**src/design/adc_avg_pkg.sv**
```systemverilog
// Package for the averaging converter front end: widths, codes, register
// indexes and the structs passed between the front, queue, back and divider.
// No dependencies.
package adc_avg_pkg;

   localparam int RAW_W      = 24;
   localparam int SUM_W      = 32;
   localparam int AVG_W      = 25;
   localparam int CNT_W      = 7;
   localparam int LEFT_W     = CNT_W + 1;
   localparam int TMO_W      = 10;
   localparam int OP_W       = 2;
   localparam int DIV_W      = SUM_W + 1;
   localparam int DIV_CW     = $clog2(DIV_W + 1);
   localparam int CSR_IDX_W  = 2;
   localparam int CSR_DATA_W = TMO_W;

   // depth must be a power of two
   localparam int QUEUE_DEPTH = 4;
   localparam int QUEUE_AW    = $clog2(QUEUE_DEPTH);
   localparam int QUEUE_CW    = $clog2(QUEUE_DEPTH + 1);

   localparam logic [OP_W-1:0] OP_START  = 2'd0;
   localparam logic [OP_W-1:0] OP_SAMPLE = 2'd1;
   localparam logic [OP_W-1:0] OP_TICK   = 2'd2;

   localparam logic [CSR_IDX_W-1:0] CSR_SAMPLE_COUNT  = 2'd0;
   localparam logic [CSR_IDX_W-1:0] CSR_CALIBRATE     = 2'd1;
   localparam logic [CSR_IDX_W-1:0] CSR_TIMEOUT_TICKS = 2'd2;

   localparam logic [CNT_W-1:0] SAMPLE_COUNT_RST  = 7'd1;
   localparam logic [TMO_W-1:0] TIMEOUT_TICKS_RST = 10'd200;

   localparam logic STATUS_DONE    = 1'b0;
   localparam logic STATUS_TIMEOUT = 1'b1;

   typedef enum logic [1:0] {
      CMD_START  = 2'd0,
      CMD_SAMPLE = 2'd1,
      CMD_TICK   = 2'd2
   } cmd_type;

   typedef struct packed {
      cmd_type           cmd;
      logic [SUM_W-1:0]  sample;
   } q_entry_type;

   typedef struct packed {
      logic [CNT_W-1:0]  sample_count;
      logic              calibrate;
      logic [TMO_W-1:0]  timeout_ticks;
   } cfg_type;

   typedef struct packed {
      logic                     start;
      logic signed [DIV_W-1:0]  dividend;
      logic [CNT_W-1:0]         divisor;
   } div_req_type;

   typedef struct packed {
      logic                     busy;
      logic                     done;
      logic signed [AVG_W-1:0]  quotient;
   } div_rsp_type;

endpackage

```
**src/design/adc_avg_if.sv**
```systemverilog
// Valid/ready channel interfaces for the request, result and register
// write ports. Depends on adc_avg_pkg.
interface adc_avg_req_if;
   logic                                valid;
   logic                                ready;
   logic [adc_avg_pkg::OP_W-1:0]        operation;
   logic [adc_avg_pkg::RAW_W-1:0]       raw_sample;

   modport source (output valid, output operation, output raw_sample, input ready);
   modport sink   (input valid, input operation, input raw_sample, output ready);
endinterface

interface adc_avg_rsp_if;
   logic                                valid;
   logic                                ready;
   logic signed [adc_avg_pkg::AVG_W-1:0] average;
   logic                                status;

   modport source (output valid, output average, output status, input ready);
   modport sink   (input valid, input average, input status, output ready);
endinterface

interface adc_avg_csr_if;
   logic                                valid;
   logic                                ready;
   logic [adc_avg_pkg::CSR_IDX_W-1:0]   index;
   logic [adc_avg_pkg::CSR_DATA_W-1:0]  data;

   modport source (output valid, output index, output data, input ready);
   modport sink   (input valid, input index, input data, output ready);
endinterface

```
**src/design/adc_average_with_offset_cal.sv**
```systemverilog
// Averaging front end for a 24-bit converter with offset calibration.
// Channels: req_ch takes beats of operation (start, sample, tick) and
// raw_sample; rsp_ch gives average and status (0 done, 1 timeout); csr_ch
// writes sample_count (0), calibrate (1) and timeout_ticks (2), always ready.
// Writes must be made with no measurement in flight; the block itself does
// not enforce it. A four-entry command queue sits between the front end and
// the sequencer, so request beats are taken while a result waits on rsp_ch.
// Throughput: one command per cycle through the sequencer, except while the
// divider runs or a result waits on rsp_ch. The last sample of the main
// phase starts the restoring divider (one quotient bit a cycle); its result
// goes out when done. A timeout result appears the cycle after its tick.
// If rsp_ch stalls, the sequencer holds and the queue fills, then req_ch
// ready drops. Reset (synchronous, active high) empties the queue, drops any
// measurement and result and restores sample_count 1, calibrate 0 and
// timeout_ticks 200. Depends on adc_avg_pkg, adc_avg_if and all submodules.
module adc_average_with_offset_cal (
   input  logic           clock,
   input  logic           reset,
   adc_avg_req_if.sink    req_ch,
   adc_avg_rsp_if.source  rsp_ch,
   adc_avg_csr_if.sink    csr_ch
);
   import adc_avg_pkg::*;

   cfg_type      cfg_ff;
   logic         q_push, q_pop, q_full, q_not_empty;
   q_entry_type  q_entry, q_head;
   div_req_type  div_req;
   div_rsp_type  div_rsp;

   assign csr_ch.ready = 1'b1;

   always_ff @(posedge clock) begin
      if (reset) begin
         cfg_ff.sample_count  <= SAMPLE_COUNT_RST;
         cfg_ff.calibrate     <= 1'b0;
         cfg_ff.timeout_ticks <= TIMEOUT_TICKS_RST;
      end else if (csr_ch.valid) begin
         case (csr_ch.index)
            CSR_SAMPLE_COUNT:  cfg_ff.sample_count  <= csr_ch.data[CNT_W-1:0];
            CSR_CALIBRATE:     cfg_ff.calibrate     <= csr_ch.data[0];
            CSR_TIMEOUT_TICKS: cfg_ff.timeout_ticks <= csr_ch.data[TMO_W-1:0];
            default: ;
         endcase
      end
   end

   adc_avg_front u_front (
      .req     (req_ch),
      .q_full  (q_full),
      .q_push  (q_push),
      .q_entry (q_entry)
   );

   adc_avg_queue u_queue (
      .clock      (clock),
      .reset      (reset),
      .push       (q_push),
      .push_entry (q_entry),
      .pop        (q_pop),
      .full       (q_full),
      .not_empty  (q_not_empty),
      .head       (q_head)
   );

   adc_avg_div u_div (
      .clock   (clock),
      .reset   (reset),
      .div_req (div_req),
      .div_rsp (div_rsp)
   );

   adc_avg_back u_back (
      .clock       (clock),
      .reset       (reset),
      .cfg         (cfg_ff),
      .q_not_empty (q_not_empty),
      .q_head      (q_head),
      .q_pop       (q_pop),
      .div_req     (div_req),
      .div_rsp     (div_rsp),
      .rsp         (rsp_ch)
   );

   a_done_slot_free: assert property (@(posedge clock) disable iff (reset)
      div_rsp.done |-> !rsp_ch.valid)
      else $error("divider finished while a result beat was pending");

   a_start_idle: assert property (@(posedge clock) disable iff (reset)
      div_req.start |-> !div_rsp.busy)
      else $error("divider restarted while busy");

   a_no_pop_div: assert property (@(posedge clock) disable iff (reset)
      div_rsp.busy |-> !q_pop)
      else $error("command taken during division");

   a_timeout_zero: assert property (@(posedge clock) disable iff (reset)
      (rsp_ch.valid && rsp_ch.status == STATUS_TIMEOUT) |-> rsp_ch.average == '0)
      else $error("timeout beat with non-zero average");

endmodule

```
**src/design/adc_avg_front.sv**
```systemverilog
// Front end: takes request beats, drops unused codes, sign-extends samples
// and pushes commands into the queue. Depends on adc_avg_pkg, adc_avg_if.
module adc_avg_front (
   adc_avg_req_if.sink               req,
   input  logic                      q_full,
   output logic                      q_push,
   output adc_avg_pkg::q_entry_type  q_entry
);
   import adc_avg_pkg::*;

   logic known;

   assign req.ready = !q_full;

   always_comb begin
      known          = 1'b1;
      q_entry.cmd    = CMD_START;
      q_entry.sample = {{(SUM_W - RAW_W){req.raw_sample[RAW_W-1]}}, req.raw_sample};
      case (req.operation)
         OP_START:  q_entry.cmd = CMD_START;
         OP_SAMPLE: q_entry.cmd = CMD_SAMPLE;
         OP_TICK:   q_entry.cmd = CMD_TICK;
         default:   known = 1'b0;
      endcase
   end

   assign q_push = req.valid && !q_full && known;

endmodule

```
**src/design/adc_avg_queue.sv**
```systemverilog
// Short command queue between front and back.
// Depends on adc_avg_pkg.
module adc_avg_queue (
   input  logic                      clock,
   input  logic                      reset,
   input  logic                      push,
   input  adc_avg_pkg::q_entry_type  push_entry,
   input  logic                      pop,
   output logic                      full,
   output logic                      not_empty,
   output adc_avg_pkg::q_entry_type  head
);
   import adc_avg_pkg::*;

   q_entry_type          mem_ff [QUEUE_DEPTH];
   logic [QUEUE_AW-1:0]  wr_ptr_ff, wr_ptr_in;
   logic [QUEUE_AW-1:0]  rd_ptr_ff, rd_ptr_in;
   logic [QUEUE_CW-1:0]  count_ff, count_in;
   logic                 do_push, do_pop;

   assign full      = (count_ff == QUEUE_CW'(QUEUE_DEPTH));
   assign not_empty = (count_ff != '0);
   assign head      = mem_ff[rd_ptr_ff];
   assign do_push   = push && !full;
   assign do_pop    = pop && not_empty;

   always_comb begin
      wr_ptr_in = do_push ? wr_ptr_ff + QUEUE_AW'(1) : wr_ptr_ff;
      rd_ptr_in = do_pop  ? rd_ptr_ff + QUEUE_AW'(1) : rd_ptr_ff;
      count_in  = count_ff;
      if (do_push && !do_pop) begin
         count_in = count_ff + QUEUE_CW'(1);
      end else if (do_pop && !do_push) begin
         count_in = count_ff - QUEUE_CW'(1);
      end
   end

   always_ff @(posedge clock) begin
      if (reset) begin
         wr_ptr_ff <= '0;
         rd_ptr_ff <= '0;
         count_ff  <= '0;
      end else begin
         wr_ptr_ff <= wr_ptr_in;
         rd_ptr_ff <= rd_ptr_in;
         count_ff  <= count_in;
      end
   end

   always_ff @(posedge clock) begin
      if (do_push) begin
         mem_ff[wr_ptr_ff] <= push_entry;
      end
   end

endmodule

```
**src/design/adc_avg_div.sv**
```systemverilog
// Radix-2 restoring divider, one quotient bit per cycle, truncating toward
// zero; signed 33-bit dividend by 7-bit count. Depends on adc_avg_pkg.
module adc_avg_div (
   input  logic                      clock,
   input  logic                      reset,
   input  adc_avg_pkg::div_req_type  div_req,
   output adc_avg_pkg::div_rsp_type  div_rsp
);
   import adc_avg_pkg::*;

   logic                     busy_ff, done_ff;
   logic [DIV_CW-1:0]        cnt_ff;
   logic                     neg_ff;
   logic [DIV_W-1:0]         quo_ff;
   logic [CNT_W-1:0]         rem_ff;
   logic [CNT_W-1:0]         dvs_ff;
   logic signed [AVG_W-1:0]  res_ff;

   logic [DIV_W-1:0]         mag;
   logic [CNT_W:0]           trial, trial_sub;
   logic                     ge;
   logic [CNT_W-1:0]         rem_in;
   logic [DIV_W-1:0]         quo_in;
   logic signed [AVG_W-1:0]  res_in;

   always_comb begin
      mag       = div_req.dividend[DIV_W-1] ? (~div_req.dividend) + DIV_W'(1)
                                            : div_req.dividend;
      trial     = {rem_ff, quo_ff[DIV_W-1]};
      trial_sub = trial - {1'b0, dvs_ff};
      ge        = (trial >= {1'b0, dvs_ff});
      rem_in    = ge ? trial_sub[CNT_W-1:0] : trial[CNT_W-1:0];
      quo_in    = {quo_ff[DIV_W-2:0], ge};
      res_in    = neg_ff ? AVG_W'(0) - quo_in[AVG_W-1:0] : quo_in[AVG_W-1:0];
   end

   always_ff @(posedge clock) begin
      if (reset) begin
         busy_ff <= 1'b0;
         done_ff <= 1'b0;
         cnt_ff  <= '0;
      end else begin
         done_ff <= 1'b0;
         if (div_req.start) begin
            busy_ff <= 1'b1;
            cnt_ff  <= DIV_CW'(DIV_W);
         end else if (busy_ff) begin
            cnt_ff <= cnt_ff - DIV_CW'(1);
            if (cnt_ff == DIV_CW'(1)) begin
               busy_ff <= 1'b0;
               done_ff <= 1'b1;
            end
         end
      end
   end

   always_ff @(posedge clock) begin
      if (div_req.start) begin
         neg_ff <= div_req.dividend[DIV_W-1];
         quo_ff <= mag;
         rem_ff <= '0;
         dvs_ff <= div_req.divisor;
      end else if (busy_ff) begin
         quo_ff <= quo_in;
         rem_ff <= rem_in;
         if (cnt_ff == DIV_CW'(1)) begin
            res_ff <= res_in;
         end
      end
   end

   assign div_rsp.busy     = busy_ff;
   assign div_rsp.done     = done_ff;
   assign div_rsp.quotient = res_ff;

endmodule

```
**src/design/adc_avg_back.sv**
```systemverilog
// Back end: measurement sequencer. Runs queued commands one a cycle unless
// dividing or holding a result; keeps the phase sums and wait count, drives
// the divider and the result register. Depends on adc_avg_pkg, adc_avg_if.
module adc_avg_back (
   input  logic                      clock,
   input  logic                      reset,
   input  adc_avg_pkg::cfg_type      cfg,
   input  logic                      q_not_empty,
   input  adc_avg_pkg::q_entry_type  q_head,
   output logic                      q_pop,
   output adc_avg_pkg::div_req_type  div_req,
   input  adc_avg_pkg::div_rsp_type  div_rsp,
   adc_avg_rsp_if.source             rsp
);
   import adc_avg_pkg::*;

   typedef enum logic [3:0] {
      BK_IDLE   = 4'b0001,
      BK_OFFSET = 4'b0010,
      BK_MAIN   = 4'b0100,
      BK_DIV    = 4'b1000
   } bk_state_type;

   bk_state_type             state_ff, state_in;
   logic [LEFT_W-1:0]        left_ff, left_in;
   logic                     disc_ff, disc_in;
   logic [SUM_W-1:0]         run_ff, run_in;
   logic [SUM_W-1:0]         ofs_ff, ofs_in;
   logic [TMO_W-1:0]         wait_ff, wait_in;
   logic                     out_vld_ff, out_vld_in;
   logic signed [AVG_W-1:0]  avg_ff, avg_in;
   logic                     status_ff, status_in;

   logic [CNT_W-1:0]         n_eff;
   logic                     multi;
   logic [LEFT_W-1:0]        left_load;
   logic [TMO_W-1:0]         limit;
   logic [TMO_W-1:0]         wait_inc;
   logic [SUM_W-1:0]         sum_new;
   logic [LEFT_W-1:0]        left_new;
   logic                     active;

   always_comb begin
      n_eff     = (cfg.sample_count == '0) ? CNT_W'(1) : cfg.sample_count;
      multi     = (n_eff > CNT_W'(1));
      left_load = multi ? {1'b0, n_eff} + LEFT_W'(1) : {1'b0, n_eff};
      limit     = (cfg.timeout_ticks == '0) ? TMO_W'(1) : cfg.timeout_ticks;
      wait_inc  = wait_ff + TMO_W'(1);
      sum_new   = disc_ff ? run_ff : run_ff + q_head.sample;
      left_new  = (left_ff != '0) ? left_ff - LEFT_W'(1) : left_ff;
      active    = (state_ff == BK_OFFSET) || (state_ff == BK_MAIN);
   end

   always_comb begin
      state_in         = state_ff;
      left_in          = left_ff;
      disc_in          = disc_ff;
      run_in           = run_ff;
      ofs_in           = ofs_ff;
      wait_in          = wait_ff;
      out_vld_in       = out_vld_ff && !rsp.ready;
      avg_in           = avg_ff;
      status_in        = status_ff;
      q_pop            = 1'b0;
      div_req.start    = 1'b0;
      div_req.dividend = {sum_new[SUM_W-1], sum_new} - {ofs_ff[SUM_W-1], ofs_ff};
      div_req.divisor  = n_eff;

      if (state_ff == BK_DIV) begin
         if (div_rsp.done) begin
            out_vld_in = 1'b1;
            avg_in     = div_rsp.quotient;
            status_in  = STATUS_DONE;
            state_in   = BK_IDLE;
         end
      end else if (q_not_empty && !out_vld_ff) begin
         q_pop = 1'b1;
         case (q_head.cmd)
            CMD_START: begin
               ofs_in   = '0;
               state_in = cfg.calibrate ? BK_OFFSET : BK_MAIN;
               left_in  = left_load;
               disc_in  = multi;
               run_in   = '0;
               wait_in  = '0;
            end
            CMD_TICK: begin
               if (active) begin
                  if (wait_inc >= limit) begin
                     state_in   = BK_IDLE;
                     left_in    = '0;
                     disc_in    = 1'b0;
                     wait_in    = '0;
                     out_vld_in = 1'b1;
                     avg_in     = '0;
                     status_in  = STATUS_TIMEOUT;
                  end else begin
                     wait_in = wait_inc;
                  end
               end
            end
            CMD_SAMPLE: begin
               if (active) begin
                  wait_in = '0;
                  disc_in = 1'b0;
                  run_in  = sum_new;
                  left_in = left_new;
                  if (left_new == '0) begin
                     if (state_ff == BK_OFFSET) begin
                        ofs_in   = sum_new;
                        state_in = BK_MAIN;
                        left_in  = left_load;
                        disc_in  = multi;
                        run_in   = '0;
                     end else begin
                        div_req.start = 1'b1;
                        state_in      = BK_DIV;
                     end
                  end
               end
            end
            default: ;
         endcase
      end
   end

   always_ff @(posedge clock) begin
      if (reset) begin
         state_ff   <= BK_IDLE;
         out_vld_ff <= 1'b0;
         left_ff    <= '0;
         disc_ff    <= 1'b0;
         wait_ff    <= '0;
      end else begin
         state_ff   <= state_in;
         out_vld_ff <= out_vld_in;
         left_ff    <= left_in;
         disc_ff    <= disc_in;
         wait_ff    <= wait_in;
      end
   end

   always_ff @(posedge clock) begin
      run_ff    <= run_in;
      ofs_ff    <= ofs_in;
      avg_ff    <= avg_in;
      status_ff <= status_in;
   end

   assign rsp.valid   = out_vld_ff;
   assign rsp.average = avg_ff;
   assign rsp.status  = status_ff;

endmodule
```
**src/flat_wrapper.sv**
```systemverilog
// flat-port wrapper written by rule: the top's interface ports become plain ports
module adc_average_with_offset_cal_flat import adc_avg_pkg::*;
  (clock, reset, req_ch_valid, req_ch_operation, req_ch_raw_sample, req_ch_ready, rsp_ch_valid, rsp_ch_average, rsp_ch_status, rsp_ch_ready, csr_ch_valid, csr_ch_index, csr_ch_data, csr_ch_ready);
  adc_avg_req_if req_ch_i ();
  adc_avg_rsp_if rsp_ch_i ();
  adc_avg_csr_if csr_ch_i ();
  input  logic clock;
  input  logic reset;
  input wire logic [$bits(req_ch_i.valid)-1:0] req_ch_valid;
  input wire logic [$bits(req_ch_i.operation)-1:0] req_ch_operation;
  input wire logic [$bits(req_ch_i.raw_sample)-1:0] req_ch_raw_sample;
  output wire logic [$bits(req_ch_i.ready)-1:0] req_ch_ready;
  output wire logic [$bits(rsp_ch_i.valid)-1:0] rsp_ch_valid;
  output wire logic [$bits(rsp_ch_i.average)-1:0] rsp_ch_average;
  output wire logic [$bits(rsp_ch_i.status)-1:0] rsp_ch_status;
  input wire logic [$bits(rsp_ch_i.ready)-1:0] rsp_ch_ready;
  input wire logic [$bits(csr_ch_i.valid)-1:0] csr_ch_valid;
  input wire logic [$bits(csr_ch_i.index)-1:0] csr_ch_index;
  input wire logic [$bits(csr_ch_i.data)-1:0] csr_ch_data;
  output wire logic [$bits(csr_ch_i.ready)-1:0] csr_ch_ready;
  assign req_ch_i.valid = req_ch_valid;
  assign req_ch_i.operation = req_ch_operation;
  assign req_ch_i.raw_sample = req_ch_raw_sample;
  assign req_ch_ready = req_ch_i.ready;
  assign rsp_ch_valid = rsp_ch_i.valid;
  assign rsp_ch_average = rsp_ch_i.average;
  assign rsp_ch_status = rsp_ch_i.status;
  assign rsp_ch_i.ready = rsp_ch_ready;
  assign csr_ch_i.valid = csr_ch_valid;
  assign csr_ch_i.index = csr_ch_index;
  assign csr_ch_i.data = csr_ch_data;
  assign csr_ch_ready = csr_ch_i.ready;
  adc_average_with_offset_cal u_core (.clock(clock), .reset(reset), .req_ch(req_ch_i), .rsp_ch(rsp_ch_i), .csr_ch(csr_ch_i));
endmodule
```
**config.mk**
```make
export PLATFORM = sky130hd
export DESIGN_NAME = adc_average_with_offset_cal_flat
export DESIGN_NICKNAME = d
export VERILOG_FILES = /design/src/design/adc_avg_pkg.sv /design/src/design/adc_avg_if.sv /design/src/design/adc_average_with_offset_cal.sv /design/src/design/adc_avg_front.sv /design/src/design/adc_avg_queue.sv /design/src/design/adc_avg_div.sv /design/src/design/adc_avg_back.sv /design/src/flat_wrapper.sv
export SDC_FILE = /design/constraint.sdc
export NUM_CORES = 1
export LEC_CHECK = 0
export BUFFER_PORTS_ARGS = -buffer_cell sky130_fd_sc_hd__buf_2
export CORE_MARGIN = 1.5
export CORE_UTILIZATION = 43
export CTS_CLUSTER_DIAMETER = 30
export DETAILED_ROUTE_END_ITERATION = 6
export PLACE_DENSITY = 0.69
export SYNTH_ARGS = -nofsm -noshare
export SYNTH_HDL_FRONTEND = slang
export SYNTH_SLANG_ARGS = --single-unit
```
**constraint.sdc**
```tcl
create_clock -name clock -period 8.9 [get_ports clock]
set_clock_uncertainty 0.1 [all_clocks]
set_input_delay 0.89 -clock clock [delete_from_list [all_inputs] [get_ports clock]]
set_output_delay 0.89 -clock clock [all_outputs]
set_load 0.005 [all_outputs]
```
==> metrics list, run 1 <==
* N_diodes: 0
- For this run, the slowest stage of the critical path takes 880 ps.
* Portion of the post-synthesis area used by sequential elements: 0.482
* Setup violators final: 0
* Final Hold Vio Count: 0
- Number of hold buffers added after CTS: 0
- A synthesized cell averages around 11 um^2.
* Upper clock frequency limit: roughly 140 MHz
* Share of cell area taken by muxes after synthesis: 0.0458
* Worst slack on hold paths: around 370 ps
* Kind of path behind the tightest hold check: reg2reg
- The final layout contains routed wiring with a total length of between 30000 and 40000 um.
- With fillers left out, the area of the finished cells amounts to ~22000 um^2.
- Final weighted congestion in routability-driven placement: approximately 0.86
- After synthesis, the largest family of logic cells by area is simple AND/OR/NAND/NOR gates.
- Net count after synthesis: a little under 2000
- For this run, asynchronously set or reset flops after synthesis account for 0.
* Via count of the first global-routing pass: 13042
- The routed layout has between 10000 and 15000 vias.
* Total clock buffers created by CTS: 73
* Die width: 213 um
- Of all nets on the critical path, the largest fanout is 18.
- Floorplan row count: between 70 and 80
* Latest clock arrival within the worst-skew pair: 590 ps
* Family with the most delay on the worst path: simple AND/OR/NAND/NOR gates
- Length of the first detailed-routing pass in iterations: 5
- Routed Antenna Nets: 0
- Share of the clock period used by the worst path: 0.789
- Result of the run: completed
* Pin slew with the least headroom to its limit: ~1200 ps
- Worst Setup Path Type: reg2reg
- The wire-length estimate of the detail-placed layout is ~28000 um.
- Netlist cell types: 107
- Adder-cell area share of the yosys netlist: 0.0683
- The worst setup path is captured at a flip-flop.
* Initial core utilization: 0.438
* Share of layout cells above drive strength 1: 0.155
* Worst rel slew slack: 0.190
* Placeable core area: around 43000 um^2
* CTS tree: yes
- Final net count: a little over 2000
- In the global route stage, overall resource usage came out at 0.178.
* Final standard cell utilization of the core: 0.513
- Clock transition time at the flip-flop clock pins of the worst setup and hold paths: roughly 50 ps
* Synthesis-stage register bit count: roughly 330
- Commonest non-fill, non-tap cell in the layout: sky130_fd_sc_hd__edfxtp_1
- Commonest cells after routing, fill and taps aside: sky130_fd_sc_hd__edfxtp_1, sky130_fd_sc_hd__nand2_1, sky130_fd_sc_hd__nor2_1
- The die covers about 45000 um^2.
- The worst path needs approximately 7000 ps of the cycle, external delays included.
- Summing every instance area after synthesis gives ~19000 um^2.
* Max-capacitance violation count: 0
- Top-level port count: ~70
- The most numerous cell type found on the critical path is sky130_fd_sc_hd__o21ai_0.
- Post-CTS timing repair inserted 0 buffers for setup.
- Of the total synthesized cell area, the portion taken by AND, OR, NAND and NOR gates is 0.163.
- CTS Sinks: between 300 and 400
- Data on the critical path is required at its endpoint by ~9100 ps.
- The cell count after synthesis came out at 1795.
- The synthesized design contains 260 enable-type register cells.
- Final-layout setup total negative slack: 0 ps
- In the final routed layout, each cell accounts on average for 15.6 um.
- STA classifies the critical path startpoint as a flip-flop.
- The first global-routing pass estimated between 60000 and 70000 um of wire.
* Area overhead of the layout relative to synthesis: 17.2%
- Compound-cell area share of the yosys netlist: 0.138
- Number of buffers added on ports: 70
- Clock root buffer master: sky130_fd_sc_hd__clkbuf_16
- In this run the cell area measured after placement is 19800 um^2.
- The first routing iteration left roughly 660 violations.
- Global route total overflow: 0
* Vias per Instance: approximately 5.3
- Count of buffering cells on the critical path with inverters included: 1
* Total number of yosys warnings: 0
* Crit path max-delay cell type: sky130_fd_sc_hd__dfxtp_1
* Die height: ~210 um
* Post-synthesis share of cell area spent on xor and xnor gates: 0.0610
- # DRC: 0
- The clock tree synthesis step divided the H-tree into 3 levels.
- The final max-slew violation count was 0.
- Data arrival time of the worst path: ~7200 ps
- The initial antenna violation count came to 1.
- Maximum buffer depth of the clock tree: 3
* Largest net degree at the start of global routing: 70
- Unrepaired setup endpoints after global routing: false
- Most instantiated flip-flop cell in the synthesis netlist: sky130_fd_sc_hd__edfxtp_1
* Post-CTS resize count: 0
flip-flops by register name (all words and copies together), names as in the netlist, 2 cells and up, named ones only:
signal                     cells
u_core.u_back.left_ff          8
u_core.u_div.cnt_ff            6
u_core.u_div.rem_ff            7
u_core.u_queue.mem_ff        104
u_core.u_div.dvs_ff            7
u_core.u_back.run_ff          32
u_core.u_queue.count_ff        3
u_core.u_queue.wr_ptr_ff       2
u_core.u_queue.rd_ptr_ff       2
u_core.u_back.wait_ff         10
u_core.u_back.state_ff         4
u_core.u_div.quo_ff           33
u_core.u_back.rsp.average     25
u_core.u_div.res_ff           25
u_core.u_back.ofs_ff          32
u_core.cfg_ff                 18
final cells by class:
cell class | instances | area, um^2
tap | 585 | 732
clock inverter | 48 | 438
clock buffer | 83 | 1930
timing repair buffer | 90 | 504
inverter | 109 | 409
multi-input combinational | 1279 | 9050
sequential | 326 | 9130
fill | 3796 | 21100
worst paths after layout:
check,start,endpoint,slack (ps),depth (start not counted)
worst max-delay path,flip-flop,u_core.u_div.quo_ff[30],1880,25
worst max register to register,flip-flop,u_core.u_div.quo_ff[30],1880,25
worst min register to register,u_core.cfg_ff[4],u_core.cfg_ff[4],370,2
worst min-delay path,u_core.cfg_ff[4],u_core.cfg_ff[4],370,2
through the flow:
stage               setup WS, ps  instances
finish                      1880       2520
global route                1380       2520
CTS                         1840       2519
detailed placement          1890       2388
global placement            2010       2388
floorplan                   2200       1795
cells in the mapped netlist (all sizes together) (23+ instances only):
cell type | count | share of area
a21oi | 97 | 0.026
and2 | 70 | 0.023
buf | 24 | 0.0086
clkbuf | 57 | 0.011
dfxtp | 66 | 0.070
edfxtp | 260 | 0.41
ha | 97 | 0.064
inv | 108 | 0.021
mux2i | 27 | 0.014
mux4 | 26 | 0.031
nand2 | 156 | 0.031
nand3 | 40 | 0.011
nor2 | 123 | 0.025
nor3 | 49 | 0.014
o21ai | 123 | 0.033
or3 | 23 | 0.0079
xnor2 | 79 | 0.037
xor2 | 52 | 0.024
cells by family after synthesis:
family | after synthesis
flops | 326
fa+ha+maj | 101
buf+inv | 190
other cells | 1
mux | 54
xor+xnor | 131
simple gates | 596
compound gates | 396
worst reg2reg max path: stages, from the launching register on:
cell and delay (ps):
sky130_fd_sc_hd__dfxtp_1 880, sky130_fd_sc_hd__mux4_2 380, sky130_fd_sc_hd__ha_1 170, sky130_fd_sc_hd__inv_1 60
sky130_fd_sc_hd__fa_1 380, sky130_fd_sc_hd__nor2b_1 160, sky130_fd_sc_hd__o21a_1 150, sky130_fd_sc_hd__o21ai_0 100
sky130_fd_sc_hd__a21bo_2 250, sky130_fd_sc_hd__a21oi_1 200, sky130_fd_sc_hd__o21ai_0 110, sky130_fd_sc_hd__nand2b_1 110
sky130_fd_sc_hd__a21oi_1 90, sky130_fd_sc_hd__or4b_2 670, sky130_fd_sc_hd__nand3_1 120, sky130_fd_sc_hd__ha_1 310
sky130_fd_sc_hd__nand2_1 190, sky130_fd_sc_hd__nor3_2 160, sky130_fd_sc_hd__o21ai_0 210, sky130_fd_sc_hd__a31o_2 320
sky130_fd_sc_hd__o21a_1 170, sky130_fd_sc_hd__o311a_1 340, sky130_fd_sc_hd__or4_4 550, sky130_fd_sc_hd__nor4_2 270
sky130_fd_sc_hd__mux2i_1 230, sky130_fd_sc_hd__nand3_1 90
layer usage:
metal,wire (um),part of all wire,global-route usage
met5,0,0,0
met1,18200,0.46,0.236
met2,18200,0.46,0.285
met3,1770,0.045,0.0359
met4,1090,0.028,0.0687
Power of run 1 is not shown: default switching activity piles up to over one toggle a cycle in this logic, so the estimate is an artifact.
==> run 2: changes to the inputs <==
==> constraint.sdc (replaced) <==
create_clock -name clock -period 6.8 [get_ports clock]
set_clock_uncertainty 0.1 [all_clocks]
set_input_delay 0.68 -clock clock [delete_from_list [all_inputs] [get_ports clock]]
set_output_delay 0.68 -clock clock [all_outputs]
set_load 0.005 [all_outputs]
==> metrics list, run 2 (same netlist as run 1, synthesis figures left out) <==
* Upper clock frequency limit: ~150 MHz
* Final net count: between 2000 and 2500
- Placeable core area: 43300 um^2
- Global route total overflow: 0
* CP Capture Point: u_core.u_div.quo_ff[28]
* Total half-perimeter wirelength after legalization and detailed placement: roughly 28000 um
- For this run, the total global-route usage over all layers was measured as 0.177.
- Worst setup slack for register-to-register paths: around 330 ps
* Worst Setup Path Type: reg2reg
* Length of the first detailed-routing pass in iterations: 5
- Area overhead of the layout relative to synthesis: 19.2%
- The first routing iteration left 717 violations.
* Clock transition time at the flip-flop clock pins of the worst setup and hold paths: roughly 50 ps
- Period minus WS final: 6470 ps
- Counting cells, the worst reg-to-reg path comes to 26.
- Via count of the first global-routing pass: roughly 13000
- Family with the most delay on the worst path: compound AO/OA/AOI/OAI gates
- Wire length of the first global-routing pass: 65100 um
* RR Endpoint: u_core.u_div.quo_ff[28]
- Initial core utilization: 0.438
- The congestion estimate from routability-driven global placement came to ~0.94.
- CTS HTree Levels: 3
* Vias per Instance: 5.32
- STA classifies the critical path endpoint as a flip-flop.
- Crit path max-delay cell type: sky130_fd_sc_hd__or4b_2
* Number of flip-flops under the largest register name: 104
* Total clock buffers created by CTS: 70
* CTS Sinks: about 330
* # DRC: 0
- For the pin with the worst max-slew slack, the measured transition is 966 ps.
- After floorplanning, the core was divided into 76 placement rows.
- Worst rel slew slack: 0.356
- Pin placement for this block handled 72 I/O pins.
- STA classifies the critical path startpoint as a flip-flop.
* Data required time at the worst endpoint: approximately 7000 ps
* Crit path max fanout: 11
- The critical path runs through a total of 26 cells.
- Setup violations remaining at the end of the flow were counted as 0.
- Final Max Tran Viols: 0
- Number of fill cells: around 3700
- The run finished with clean final reports.
- In the final layout, the registers with the most flip-flops are u_core.u_queue.mem_ff (104), u_core.u_div.quo_ff (33).
- Routed Antenna Nets: 0
- Final-layout setup total negative slack: 0 ps
- The number of hold violations in the final report was 0.
- The later pin in the worst-skew pair is clocked with a latency of around 580 ps.
* Clock root buffer master: sky130_fd_sc_hd__clkbuf_16
* Share of layout cells above drive strength 1: 0.172
- Unrepaired setup endpoints after global routing: false
* Initial antenna violation count: 0
- Register cell area after layout: about 9000 um^2
* Die width: 213 um
* N_diodes: 0
* Total wire length after detailed routing: 39200 um
- Commonest non-fill, non-tap cell in the layout: sky130_fd_sc_hd__edfxtp_1
* Count of buffering cells on the critical path with inverters included: 3
- Most flop-heavy register: u_core.u_queue.mem_ff
* Max-capacitance violation count: 0
- For this run, the slowest stage of the critical path takes ~670 ps.
- Summing all multi-input logic gate instances after layout gives just over 9000 um^2.
- Kind of path behind the tightest hold check: in2reg
- Leaving out fill and tap cells, the most frequent cells in the layout are sky130_fd_sc_hd__edfxtp_1, sky130_fd_sc_hd__nand2_1, sky130_fd_sc_hd__nor2_1.
- Largest net degree at the start of global routing: 70
- Once layout is complete, the utilization of the core stands at 0.522.
- Of the available clock period, the critical path in the final layout requires 0.951.
- Number of vias in the routed layout: around 13000
* Number of buffers added on ports: 70
- The floorplan step defined a die boundary enclosing about 45000 um^2.
- TritonCTS built the clock tree.
- For the worst setup path, the data arrival time is 6650 ps.
- After detailed routing, the average wire length per cell comes to ~15 um.
- No sink is reached through more buffers than the 3 on the longest clock path.
* Die height: 213 um
* Number of hold buffers added after CTS: 0
==> run 2: cell count changes in the layout (fill, tap and decap cells not counted), moves of 3 or more <==
| cell | change |
|---|---|
| sky130_fd_sc_hd__inv_6 | -7 |
| sky130_fd_sc_hd__clkinv_2 | -5 |
| sky130_fd_sc_hd__clkinv_1 | -6 |
| sky130_fd_sc_hd__bufinv_16 | +8 |
| sky130_fd_sc_hd__o21ai_1 | +3 |
| sky130_fd_sc_hd__clkinvlp_4 | +6 |
| sky130_fd_sc_hd__o21ai_0 | -3 |
| sky130_fd_sc_hd__buf_4 | +17 |
| sky130_fd_sc_hd__clkinv_4 | +4 |
==> run 2: timing repair <==
action,in CTS,in global routing
setup buffers,0,0
gates resized for setup,0,21
endpoints found under the setup margin,0,19
==> run 2: layer usage <==
| metal | GRT usage | part of all wire | vias to the layer above |
|---|---|---|---|
| li1 | - | - | 6780 |
| met1 | 0.242 | 0.47 | 6341 |
| met2 | 0.282 | 0.46 | 310 |
| met3 | 0.0334 | 0.048 | 58 |
| met4 | 0.0631 | 0.019 | 0 |
| met5 | 0 | 0 | - |
==> run 2: layout make-up <==
| type | instances | share of cell area |
|---|---|---|
| timing repair buffer | 107 | 0.0284 |
| tap | 585 | 0.0324 |
| clock inverter | 49 | 0.0290 |
| multi-input combinational | 1279 | 0.405 |
| clock buffer | 79 | 0.0828 |
| inverter | 109 | 0.0181 |
| sequential | 326 | 0.404 |
==> run 2: how the worst min path moves through the flow <==
stage | startpoint | endpoint | slack, ps | cells after the start
4_1_cts | req_ch_raw_sample[8] | u_core.u_queue.mem_ff[2][8] | 180 | 1
3_3_place_gp | u_core.cfg_ff[5] | u_core.cfg_ff[5] | 350 | 2
5_1_grt | req_ch_raw_sample[19] | u_core.u_queue.mem_ff[3][19] | 190 | 1
6_report | req_ch_raw_sample[8] | u_core.u_queue.mem_ff[0][8] | 210 | 1
2_1_floorplan | u_core.cfg_ff[4] | u_core.cfg_ff[4] | 340 | 2
3_5_place_dp | u_core.cfg_ff[4] | u_core.cfg_ff[4] | 350 | 2
==> run 2: stage by stage <==
| step | hold slack, ps | cell area (um^2) | instances | setup WS (ps) |
|---|---|---|---|---|
| final | 213 | 22600 | 2534 | 331 |
| after global routing | 190 | 22600 | 2534 | 23.0 |
| after CTS | 176 | 22500 | 2534 | 9.30 |
| after detailed placement | 353 | 20000 | 2406 | 48.6 |
| after global placement | 347 | 20000 | 2406 | 161 |
| after floorplan | 336 | 18900 | 1795 | 102 |
Power of run 2 is left out for the same reason.
==> run 3: changes to the inputs <==
--- a/config.mk
+++ b/config.mk
@@ -11,6 +11,7 @@
 export CTS_CLUSTER_DIAMETER = 30
 export DETAILED_ROUTE_END_ITERATION = 6
 export PLACE_DENSITY = 0.69
+export RECOVER_POWER = 50
 export SYNTH_ARGS = -nofsm -noshare
 export SYNTH_HDL_FRONTEND = slang
 export SYNTH_SLANG_ARGS = --single-unit
==> metrics list, run 3 (same netlist as run 1, synthesis figures left out) <==
* Crit path max fanout: 9
* Setup violators final: 0
* Worst Setup Path Type: reg2reg
* Maximum buffer depth of the clock tree: 3
- The register with the most flip-flops in the layout has roughly 100 of them.
* RR Endpoint: u_core.u_div.quo_ff[28]
* Worst setup slack for register-to-register paths: approximately 330 ps
* Number of vias in the routed layout: between 10000 and 15000
- Final Max Tran Viols: roughly 160
* N_diodes: 0
* Upper clock frequency limit: approximately 150 MHz
* Path depth of the worst reg2reg path: 27
- Period minus WS final: roughly 6500 ps
- Via count of the first global-routing pass: approximately 13000
* Total half-perimeter wirelength after legalization and detailed placement: 28000 um
- TritonCTS built the clock tree.
- Total wire length after detailed routing: about 40000 um
- Using the TritonRoute via totals, the vias-per-cell ratio works out to 5.33.
- Commonest non-fill, non-tap cell in the layout: sky130_fd_sc_hd__edfxtp_1
* Share of the clock period used by the worst path: 0.952
* Final weighted congestion in routability-driven placement: 0.938
- The first global-routing pass estimated around 65000 um of wire.
* CP Capture Point: u_core.u_div.quo_ff[28]
- Combined global-route utilization of all metal layers: 0.177
- Average wire per standard cell: roughly 15 um
- Registers with the most flip-flops: u_core.u_queue.mem_ff (104), u_core.u_div.quo_ff (33)
* Crit path max-delay cell type: sky130_fd_sc_hd__or4b_2
- Max-cap violations in this run came to 5.
- Length of the first detailed-routing pass in iterations: 5
- After routing the design area is between 20000 and 25000 um^2.
- Routed Antenna Nets: 0
* Worst Setup End Kind: flip-flop
- The floorplan step set the die height to about 210 um.
- Largest net degree at the start of global routing: 70
- Floorplan row count: 76
- In this run the number of H-tree levels came out at 3.
- Final standard cell utilization of the core: 0.520
- The final reports fail on max-capacitance violations, max-slew violations.
- Result of the run: complete, but fails checks
- In the final layout, the share of cells above drive strength 1 is 0.146.
* Total clock buffers created by CTS: 70
- Final worst setup slack: about 330 ps
- Unrepaired setup endpoints after global routing: false
- After clock tree synthesis, the clock-pin slew on the worst setup and hold paths is about 50 ps.
- The path class of the tightest hold or removal check is in2reg.
- Latest clock arrival within the worst-skew pair: 580 ps
- Worst slack after detailed placement: a little under 50 ps
- At the end of the flow, the number of nets in the layout was about 2000.
- Clock root buffer master: sky130_fd_sc_hd__clkbuf_16
- The initial utilization of the core area, before any placement, comes to 0.438.
* Most flop-heavy register: u_core.u_queue.mem_ff
- From left edge to right edge, the die measures between 200 and 250 um.
* Worst Setup Start Kind: flip-flop
- The initial antenna violation count was 1.
* CTS Sinks: 326
- Input and output buffers added on the ports amount to 70.
* Data arrival time of the worst path: between 6000 and 7000 ps
- Once placement finished, the instance area stood at ~20000 um^2.
- For this block, the initial DRC count from the detailed router was 789.
- Top-level port count: between 70 and 80
- Final Hold Vio Count: 0
- DIE AREA: about 45000 um^2
- Data required time at the worst endpoint: approximately 7000 ps
- The largest single stage delay on the critical path is 680 ps.
* Commonest cells after routing, fill and taps aside: sky130_fd_sc_hd__edfxtp_1, sky130_fd_sc_hd__nand2_1, sky130_fd_sc_hd__nor2_1
* # DRC: 0
- Worst rel slew slack: -0.532
- Area overhead of the layout relative to synthesis: 18.8%
- Final-layout setup total negative slack: 0 ps
* Global route total overflow: 0
- In this run the standard cell core region covers ~43000 um^2.
- Once the clock tree was built, the setup fixing pass inserted 0 buffers.
- Pin slew with the least headroom to its limit: roughly 2300 ps
-- run 3: worst max-delay path: cells and delay by family, from the launching register on --
kind	cells	cell delay (ps)
XOR/XNOR	1	160
adder cells (fa/ha/maj)	3	700
multiplexers	1	220
flip-flops	1	320
AND/OR/NAND/NOR	7	1910
buffers and inverters	3	400
AO/OA/AOI/OAI	12	2350
-- run 3: metal layers --
metal / routed length (um) / track usage / share of wire
met1: 18500 / 0.242 / 0.47
met2: 18000 / 0.282 / 0.46
met5: 0 / 0 / 0
met3: 1890 / 0.0334 / 0.048
met4: 710 / 0.0631 / 0.018
-- run 3: what timing repair did --
action | in CTS | in global routing
endpoints found under the setup margin | 0 | 19
hold buffers | 0 | 0
gates resized for setup | 0 | 21
hold endpoints to repair | 0 | 0
-- run 3: stage by stage --
step	instances	hold slack (ps)
global placement	2406	347
detailed placement	2406	353
global route	2534	238
finish	2534	254
floorplan	1795	336
CTS	2534	176
-- run 3: final cells by class --
cell class / instances / area (um^2)
clock inverter: 49 / 656
clock buffer: 79 / 1870
inverter: 109 / 409
fill: 3712 / 20800
timing repair buffer: 107 / 562
tap: 585 / 732
sequential: 326 / 9130
multi-input combinational: 1279 / 9140
-- run 3: worst min-delay path by stage --
stage                          startpoint                           end  slack [ps]  depth (start not counted)
floorplan                u_core.cfg_ff[4]              u_core.cfg_ff[4]         340                          2
global placement         u_core.cfg_ff[5]              u_core.cfg_ff[5]         350                          2
detailed placement       u_core.cfg_ff[4]              u_core.cfg_ff[4]         350                          2
CTS                  req_ch_raw_sample[8]   u_core.u_queue.mem_ff[2][8]         180                          1
global route        req_ch_raw_sample[19]  u_core.u_queue.mem_ff[3][19]         240                          1
finish               req_ch_raw_sample[5]   u_core.u_queue.mem_ff[1][5]         250                          1
Power of run 3 is left out for the same reason.
